File: config.mk
export PLATFORM = sky130hd
export DESIGN_NAME = square_wave_sound_channel_core
export DESIGN_NICKNAME = d
export VERILOG_FILES = /design/src/hw/rtl/sqwv_pkg.sv /design/src/hw/rtl/sqwv_next.sv /design/src/hw/rtl/square_wave_sound_channel_core.sv
export SDC_FILE = /design/constraint.sdc
export NUM_CORES = 1
export LEC_CHECK = 0
export ABC_AREA = 1
export CAP_MARGIN = 0
export CORE_MARGIN = 10
export CORE_UTILIZATION = 61
export DETAILED_ROUTE_END_ITERATION = 6
export DONT_BUFFER_PORTS = 1
export PLACE_DENSITY = 0.74
export SLEW_MARGIN = 40
export SYNTH_ARGS = -nofsm -noshare
export SYNTH_HDL_FRONTEND = slang
export SYNTH_HIERARCHICAL = 1
export SYNTH_SLANG_ARGS = --single-unit
File: constraint.sdc
create_clock -name clk_i -period 10.1 [get_ports clk_i]
set_input_delay 1.515 -clock clk_i [delete_from_list [all_inputs] [get_ports clk_i]]
set_output_delay 1.515 -clock clk_i [all_outputs]
set_load 0.005 [all_outputs]
File: src/hw/rtl/sqwv_pkg.sv
// ----------------------------------------------------------------------------
// sqwv_pkg: shared types and constants of the square-wave sound channel
// Operation codes, register indexes, channel state and the duty patterns.
// ----------------------------------------------------------------------------
package sqwv_pkg;

  localparam int unsigned CfgDataW  = 11;
  localparam int unsigned CfgIdxW   = 3;
  localparam int unsigned FuncW     = 2;
  localparam int unsigned CyclesW   = 8;
  localparam int unsigned LevelW    = 4;
  localparam int unsigned FreqW     = 11;
  localparam int unsigned PeriodW   = 14;
  localparam int unsigned LengthW   = 7;

  localparam logic [PeriodW-1:0] AccumMax   = 14'h3FFF;
  localparam logic [FreqW:0]     FreqSpan   = 12'd2048;
  localparam logic [LengthW-1:0] LengthFull = 7'd64;
  localparam logic [3:0]         VolumeMax  = 4'd15;

  typedef enum logic [FuncW-1:0] {
    FuncTrigger = 2'd0,
    FuncAdvance = 2'd1,
    FuncLength  = 2'd2,
    FuncEnvelope = 2'd3
  } func_e;

  typedef enum logic [CfgIdxW-1:0] {
    CfgFrequency  = 3'd0,
    CfgDutySelect = 3'd1,
    CfgInitVolume = 3'd2,
    CfgEnvUp      = 3'd3,
    CfgEnvPeriod  = 3'd4,
    CfgLengthLoad = 3'd5,
    CfgLengthEn   = 3'd6
  } cfg_idx_e;

  typedef struct packed {
    logic [FreqW-1:0] frequency;
    logic [1:0]       duty_select;
    logic [3:0]       initial_volume;
    logic             envelope_up;
    logic [2:0]       envelope_period;
    logic [5:0]       length_load;
    logic             length_enable;
  } sqwv_cfg_t;

  typedef struct packed {
    logic [2:0]         duty_step;
    logic [PeriodW-1:0] cycle_accum;
    logic [PeriodW-1:0] step_period;
    logic [LengthW-1:0] length_rem;
    logic [2:0]         env_rem;
    logic [3:0]         volume;
    logic               sounding;
    logic               env_dir;
    logic [2:0]         env_period;
  } sqwv_state_t;

  // Duty patterns, step 0 in the most significant bit.
  function automatic logic [7:0] duty_pattern(input logic [1:0] sel);
    logic [7:0] pat;
    unique case (sel)
      2'd0:    pat = 8'h01;
      2'd1:    pat = 8'h81;
      2'd2:    pat = 8'h87;
      default: pat = 8'h7E;
    endcase
    return pat;
  endfunction

  function automatic logic [PeriodW-1:0] period_of(input logic [FreqW-1:0] freq);
    logic [FreqW:0] span;
    span = FreqSpan - {1'b0, freq};
    return {span, 2'b00};
  endfunction

endpackage

File: src/hw/rtl/sqwv_next.sv
// ----------------------------------------------------------------------------
// sqwv_next: next-state logic of the square-wave channel
// Apply one operation to the channel state and form the sample it produces.
// ----------------------------------------------------------------------------
module sqwv_next (
  input  sqwv_pkg::sqwv_state_t        state_i,
  input  sqwv_pkg::sqwv_cfg_t          cfg_i,
  input  logic [sqwv_pkg::FuncW-1:0]   func_i,
  input  logic [sqwv_pkg::CyclesW-1:0] num_cycles_i,
  output sqwv_pkg::sqwv_state_t        state_o,
  output logic [sqwv_pkg::LevelW-1:0]  sample_level_o,
  output logic                         channel_on_o
);
  import sqwv_pkg::*;

  logic [PeriodW:0]   accum_sum;
  logic [PeriodW-1:0] accum_sat;
  logic [2:0]         env_dec;
  logic [7:0]         pattern;
  logic               duty_bit;

  always_comb begin
    accum_sum = {1'b0, state_i.cycle_accum} + {{(PeriodW+1-CyclesW){1'b0}}, num_cycles_i};
    accum_sat = accum_sum[PeriodW] ? AccumMax : accum_sum[PeriodW-1:0];
    env_dec   = state_i.env_rem - 3'd1;
    state_o   = state_i;

    unique case (func_e'(func_i))
      FuncTrigger: begin
        state_o.duty_step   = '0;
        state_o.length_rem  = LengthFull - {1'b0, cfg_i.length_load};
        state_o.step_period = period_of(cfg_i.frequency);
        state_o.cycle_accum = '0;
        state_o.volume      = cfg_i.initial_volume;
        state_o.env_dir     = cfg_i.envelope_up;
        state_o.env_period  = cfg_i.envelope_period;
        if (cfg_i.envelope_period != 3'd0) begin
          state_o.env_rem = cfg_i.envelope_period;
        end
        state_o.sounding    = 1'b1;
      end
      FuncAdvance: begin
        // at most one duty step per item; the remainder carries over
        if (accum_sat >= state_i.step_period) begin
          state_o.cycle_accum = accum_sat - state_i.step_period;
          state_o.step_period = period_of(cfg_i.frequency);
          state_o.duty_step   = state_i.duty_step + 3'd1;
        end else begin
          state_o.cycle_accum = accum_sat;
        end
      end
      FuncLength: begin
        if (state_i.length_rem != '0) begin
          state_o.length_rem = state_i.length_rem - 7'd1;
          if (state_i.length_rem == 7'd1 && cfg_i.length_enable) begin
            state_o.sounding = 1'b0;
          end
        end
      end
      FuncEnvelope: begin
        if (state_i.env_period != 3'd0) begin
          state_o.env_rem = env_dec;
          if (env_dec == 3'd0) begin
            state_o.env_rem = state_i.env_period;
            if (!state_i.env_dir && state_i.volume != 4'd0) begin
              state_o.volume = state_i.volume - 4'd1;
            end else if (state_i.env_dir && state_i.volume != VolumeMax) begin
              state_o.volume = state_i.volume + 4'd1;
            end
          end
        end
      end
      default: ;
    endcase

    pattern        = duty_pattern(cfg_i.duty_select);
    duty_bit       = pattern[3'd7 - state_o.duty_step];
    sample_level_o = (state_o.sounding && duty_bit) ? state_o.volume : '0;
    channel_on_o   = state_o.sounding;
  end

endmodule

File: src/hw/rtl/square_wave_sound_channel_core.sv
// ----------------------------------------------------------------------------
// square_wave_sound_channel_core: square-wave sound channel without sweep
// Trigger, advance, length tick and envelope tick operations, one sample out
// for every operation item.
// ----------------------------------------------------------------------------
//
//  channel | handshake             | payload
//  --------+-----------------------+-------------------------------------
//  in      | in_valid_i/in_ready_o | func_i, num_cycles_i
//  out     | out_valid_o/out_ready_i | sample_level_o, channel_on_o
//  cfg     | cfg_we_i              | cfg_idx_i, cfg_data_i
//
//  Each item passes from acceptance into the input register, then through the
//  next-state logic into the result register. One item per clock is sustained
//  while the result side keeps taking samples, set by the single update path.
//  Reset clears all channel state (channel off), the configuration registers and both valid flags; no sweep.
//  A stalled result holds; the input register still takes one more item.
// ----------------------------------------------------------------------------
module square_wave_sound_channel_core (
  input  logic                           clk_i,
  input  logic                           rst_ni,
  input  logic                           cfg_we_i,
  input  logic [sqwv_pkg::CfgIdxW-1:0]   cfg_idx_i,
  input  logic [sqwv_pkg::CfgDataW-1:0]  cfg_data_i,
  input  logic                           in_valid_i,
  output logic                           in_ready_o,
  input  logic [sqwv_pkg::FuncW-1:0]     func_i,
  input  logic [sqwv_pkg::CyclesW-1:0]   num_cycles_i,
  output logic                           out_valid_o,
  input  logic                           out_ready_i,
  output logic [sqwv_pkg::LevelW-1:0]    sample_level_o,
  output logic                           channel_on_o
);
  import sqwv_pkg::*;

  sqwv_cfg_t          cfg_q;
  sqwv_state_t        state_q, state_d;
  logic               in_valid_q;
  logic [FuncW-1:0]   func_q;
  logic [CyclesW-1:0] cycles_q;
  logic               out_valid_q;
  logic [LevelW-1:0]  level_q, level_d;
  logic               on_q, on_d;
  logic               advance;

  // Move the held item on whenever the result register is free or drains.
  assign advance    = in_valid_q && (!out_valid_q || out_ready_i);
  assign in_ready_o = !in_valid_q || advance;

  // Configuration registers: ignore indexes beyond the list, mask to width.
  always_ff @(posedge clk_i or negedge rst_ni) begin
    if (!rst_ni) begin
      cfg_q <= '0;
    end else if (cfg_we_i) begin
      unique case (cfg_idx_e'(cfg_idx_i))
        CfgFrequency:  cfg_q.frequency       <= cfg_data_i;
        CfgDutySelect: cfg_q.duty_select     <= cfg_data_i[1:0];
        CfgInitVolume: cfg_q.initial_volume  <= cfg_data_i[3:0];
        CfgEnvUp:      cfg_q.envelope_up     <= cfg_data_i[0];
        CfgEnvPeriod:  cfg_q.envelope_period <= cfg_data_i[2:0];
        CfgLengthLoad: cfg_q.length_load     <= cfg_data_i[5:0];
        CfgLengthEn:   cfg_q.length_enable   <= cfg_data_i[0];
        default: ;
      endcase
    end
  end

  // Input register: hold the item until it moves to the result stage.
  always_ff @(posedge clk_i or negedge rst_ni) begin
    if (!rst_ni) begin
      in_valid_q <= 1'b0;
    end else if (in_ready_o) begin
      in_valid_q <= in_valid_i;
    end
  end

  always_ff @(posedge clk_i) begin
    if (in_ready_o && in_valid_i) begin
      func_q   <= func_i;
      cycles_q <= num_cycles_i;
    end
  end

  sqwv_next u_next (
    .state_i        (state_q),
    .cfg_i          (cfg_q),
    .func_i         (func_q),
    .num_cycles_i   (cycles_q),
    .state_o        (state_d),
    .sample_level_o (level_d),
    .channel_on_o   (on_d)
  );

  // Channel state advances only as an item moves into the result register.
  always_ff @(posedge clk_i or negedge rst_ni) begin
    if (!rst_ni) begin
      state_q <= '0;
    end else if (advance) begin
      state_q <= state_d;
    end
  end

  // Result register: hold while stalled, drop once taken.
  always_ff @(posedge clk_i or negedge rst_ni) begin
    if (!rst_ni) begin
      out_valid_q <= 1'b0;
    end else if (advance) begin
      out_valid_q <= 1'b1;
    end else if (out_ready_i) begin
      out_valid_q <= 1'b0;
    end
  end

  always_ff @(posedge clk_i) begin
    if (advance) begin
      level_q <= level_d;
      on_q    <= on_d;
    end
  end

  assign out_valid_o    = out_valid_q;
  assign sample_level_o = level_q;
  assign channel_on_o   = on_q;

endmodule

# Word level (Yosys, flattened, before mapping)
# Cells that the tools add are included.
# classes
add_sub_neg	10
n_lt_le_gt_ge	2
eq_ne	17
n_mux	21
n_reduce_logical	35
# op_table
cell	count
$pmux 31 s2	1
$mux 14	3
$pmux 7 s2	2
$pmux 8 s3	1
$mux 7	3
$reduce_and 2->1	9
$add 14x8->15	1
$ge 14x14->1	1
$sub 14x14->14	1
$sub 12x11->12 const A	1
$eq 3x3->1 const B	3
$mux 4	2
$ne 2x1->1 const B	4
$reduce_bool 2->1	4
$eq 7x1->1 const B	1
$reduce_bool 7->1	1
$sub 7x1->7 const B	1
$sub 7x6->7 const A	1
$eq 2x2->1 const B	3
$eq 3x2->1 const B	2
$logic_and 1x1->1	6
$logic_not 3->1	2
$mux 3	2
$reduce_and 3->1	2
other kinds (18)	28
# totals
reg_bits	95
input_bits	29
output_inout_bits	7
wordCells	107

# Depth between registers and ports, before layout
# depth
depth_word	9
depth_mapped	28
ltp_nobuf	28

# Hierarchy
# The synthesis kept the hierarchy.
# modules_own_cells
module	instances	cells_each	area_each_um2	seq_area_each_um2
square_wave_sound_channel_core	1	378	3694.8	2452.4
sqwv_next	1	526	2917.8	0.0

# Least setup slack after synthesis
# OpenSTA, ideal clock, no wires.
# synth_path
kind	reg-to-reg
start	register state_q[33] (netlist bit)
end	register level_q[3] (netlist: sample_level_o[3]), data pin
setup_ns	0.260
arrival_ns	3.362
required_time_ns	9.840
slack_ns	6.477
stages_incl_launch_ff	27
path_buffers	0
synth_period_minus_slack_ns	3.623
path_cell_list	dfrtp_1 > ha_1 > fa_1 > nand2_1 > inv_1 > o21ai_0 > nand2_1 > nand2_1 > o211ai_1 > nand2_1 > inv_1 > or2_2 > fa_1 > nand2_1 > nand3_2 > nand2_2 > nand3_4 > nand2_4 > clkinv_4 > nand2_2 > nand2_2 > inv_2 > nand2_1 > nand2_1 > nand3_2 > nand3_2 > nor2_1
# synth_rtl
element	line	source
from (decl)	square_wave_sound_channel_core.sv:37	sqwv_state_t state_q, state_d;
from (signal assigned)	square_wave_sound_channel_core.sv:99	state_q <= state_d;
to (signal assigned)	square_wave_sound_channel_core.sv:116	level_q <= level_d;
to (decl)	square_wave_sound_channel_core.sv:42	logic [LevelW-1:0] level_q, level_d;

# Worst setup path after layout
# layout_path
start	register state_q[33] (netlist bit)
end	register state_q[30] (netlist bit)
# layout_via
elab_chain_cells	5
# layout_rtl
element	line	source
$add 14x8->15	sqwv_next.sv:23	accum_sum = {1'b0, state_i.cycle_accum} + {{(PeriodW+1-CyclesW){1'b0}}, num_cycles_i};
$mux 14	sqwv_next.sv:24	accum_sat = accum_sum[PeriodW] ? AccumMax : accum_sum[PeriodW-1:0];
$ge 14x14->1	sqwv_next.sv:44	if (accum_sat >= state_i.step_period) begin
$ne 2x1->1 (no source line)	n/a	
$reduce_and 3->1 (no source line)	n/a	
# Every way passes these cells.
# A chain may end at the register's enable or synchronous reset.

==> results.toml <==
[outcome]
status = "finished, final reports clean"

[timing]
slew_headroom_pct = 42.9
min_period_ns = 4.68
finalSetupTns_ns = 0
drv_slew = 0
fin_crit_sh_pct = 46.4
fmax_mhz = 214
setup-violations-final = 0
hold_violations = 0
skew_ns = 0.00956
rsz0062_at_grt = "no"
worstMarginPinSlew_ns = 0.853

[floorplan]
die_x_um = 124
ios = 36
rows = 37
dieArea_um2 = 15400
core_um2 = 10500
die_y_um = 124
start_util_pct = 63.2

[worst_hold_path]
hold_path.class = "flop to flop"
holdPathEnd = "state_q[30]"
whs_path_depth = 2
hold_start = "state_q[30]"

[critical_path]
endpoint_kind = "flop"
crit_path_start_kind = "flop"
reg2reg_to = "state_q[30]"
worstPathMaxFanout = 14
r2r_start = "state_q[33]"
arrival_ns = 4.97
critPathKind = "flop to flop"
rrSetupSlack_ns = 5.42
cp.required_ns = 10.39
r2r_cells = 24

[clock_network]
cts.repair.resized = 0
clk_latency_ns = 0.39
cts_made_buffers = 9
clock-root-buffer = "clkbuf_8"
cts.htree.levels = 3
cts_sinks = 95
holdBufCountCts = 0
cts_buffer_depth = 2
path_clk_slew_ns = 0.10
cts_tree = "done"
postCtsSetupBuffers = 0

[global_routing]
grt_pass1_vias = 5589
grt_overflow = 0
antenna_found_initial = 0
grt_pass1_wl_um = 27500
grt_max_degree = 81
grt_usage_pct = 22.1

[pwr]
peakVddDrop_mv = 0.163
leakagePower_nw = 3.51
p_per_area_nw_per_um2 = 303
power_frac_comb_pct = 59.1
total_power_mw = 2.07
p_seq_share_pct = 29.2
power.internal_mw = 1.03
swShare_pct = 50.2
p_switching_mw = 1.04
pwr-share-clk_pct = 11.7

[final_layout]
diodes = 0
utilization_pct = 65.3
syn2layout_area_growth_pct = 3.25
layout_common_cells = "nand2_1 (299), nand3_1 (112), inv_1 (95)"
multi_input_area_um2 = 3630
nFillCells = 966
nets = 956
drive_above_1_share_pct = 5.72
final_common_cell = "nand2_1"
postLayoutCellArea_um2 = 6830
seq_area_um2 = 2450

[drt]
routedWlPerCell_um = 15.9
drtIter0Drc = 644
final_antenna_net_count = 0
totalWireLength_um = 16400
num_vias = 5930
drc = 0
vias_per_cell = 5.77
firstDrtPassIters = 5

[logic_synthesis]
synthCells = 904
synth_fp_nets = 973
seq_area_frac_synth_pct = 37.1
synth.distinct_cells = 45
yosys_register_bits = 95
syn_area_per_cell_um2 = 7.31
yosysWarnings = 6
syn_area_um2 = 6610

[run]
drv_cap = 0

[placed_design]
hpwl_um = 11800
place_area_um2 = 6650
io_buffer_count = 0
gp_congestion = 0.982
## state kept, by name, summed over array words and instances, names as in the netlist
register / cells
cfg_q: 28
func_q: 2
sample_level_o: 4
in_valid_q: 1
channel_on_o: 1
state_q: 50
out_valid_o: 1
cycles_q: 8
## per-stage QoR
step	instances	hold slack (ns)	worst slack, ns
after global placement	1012	0.454	5.60
final	1028	0.479	5.42
after detailed placement	1012	0.458	5.49
after global routing	1028	0.502	5.01
after floorplan	904	0.436	6.48
after CTS	1028	0.481	5.45
## kinds of logic after synthesis
family,after synthesis,synth area share [%]
buffers and inverters,130,8.14
AND/OR/NAND/NOR,502,33.3
AO/OA/AOI/OAI,112,10.4
XOR/XNOR,24,3.18
flip-flops,95,37.1
adder cells (fa/ha/maj),40,7.80
multiplexers,1,0.151
## metal layers
layer	GRT usage [%]	routed length [um]	part of all wire [%]	up-vias
met5	0	0	0	-
met4	5.68	225	1.4	0
met3	5.43	1110	6.8	20
met2	34.7	7380	45	175
met1	30.1	7670	47	2793
li1	-	-	-	2942
## layout make-up
| cell class | instances | area share [%] |
|---|---|---|
| clock buffers | 10 | 1.87 |
| clock inverters | 6 | 0.751 |
| inverters | 101 | 5.63 |
| multi-input cells | 679 | 53.2 |
| flip-flops and latches | 95 | 35.9 |
| well taps | 136 | 2.49 |
| repair buffers | 1 | 0.110 |
## Yosys cell counts (all sizes together)
library cell / number / area [um2]
nor3: 8 / 40.0
a22oi: 3 / 22.5
a221o: 1 / 10.0
nand2: 310 / 1200
edfxtp: 15 / 450
inv: 99 / 372
o22ai: 11 / 68.8
nor2: 56 / 265
nor3b: 1 / 7.51
fa: 2 / 40.0
ha: 38 / 475
o21ai: 33 / 165
xor2: 17 / 149
o32ai: 2 / 17.5
a21o: 1 / 7.51
a31oi: 3 / 18.8
o31ai: 3 / 22.5
o221ai: 10 / 87.6
dfrtp: 80 / 2000
o211ai: 10 / 75.1
a21oi: 30 / 150
o311ai: 1 / 8.76
a31o: 1 / 8.76
or2: 2 / 12.5
clkinv: 2 / 12.5
nand4: 3 / 18.8
xnor2: 7 / 61.3
clkbuf: 4 / 15.0
mux2i: 1 / 10.0
o21bai: 2 / 15.0
buf: 25 / 139
nor4: 1 / 6.26
o2111ai: 1 / 8.76
nand3: 117 / 618
nand3b: 4 / 30.0
## power groups by stage
stage	registers [mW]	logic [mW]	clock network [mW]
2_1_floorplan	0.580	0.952	0
3_3_place_gp	0.606	1.16	0
3_5_place_dp	0.609	1.19	0
4_1_cts	0.604	1.20	0.248
5_1_grt	0.622	1.38	0.264
6_report	0.605	1.22	0.242
## critical path, cell delays in order (launching register included)
cell      delay, ns
dfrtp_1        0.41
ha_1           0.21
fa_1           0.39
nand2_1        0.08
inv_1          0.05
o21ai_0        0.14
nand2_1        0.12
nand2_1        0.08
o211ai_1       0.16
nand2_1        0.33
inv_1          0.10
nor2_1         0.17
ha_1           0.19
inv_1          0.05
fa_1           0.41
nand2_1        0.11
nand3_2        0.11
nand2_2        0.11
nand3_4        0.10
nand2_4        0.19
clkinv_4       0.13
nor2_1         0.54
o22ai_1        0.19
nand3_1        0.12
nand2_1        0.06
## how the worst max path moves through the flow
stage | to | startpoint | depth (start not counted) | slack [ns]
after global placement | state_q[30] | state_q[33] | 24 | 5.60
after floorplan | sample_level_o[3] | state_q[33] | 26 | 6.48
after detailed placement | state_q[31] | state_q[33] | 24 | 5.49
final | state_q[30] | state_q[33] | 24 | 5.42
after global routing | state_q[30] | cycles_q[0] | 24 | 5.01
after CTS | state_q[31] | state_q[33] | 24 | 5.45
No activity file was read; power rests on OpenSTA's default activity.
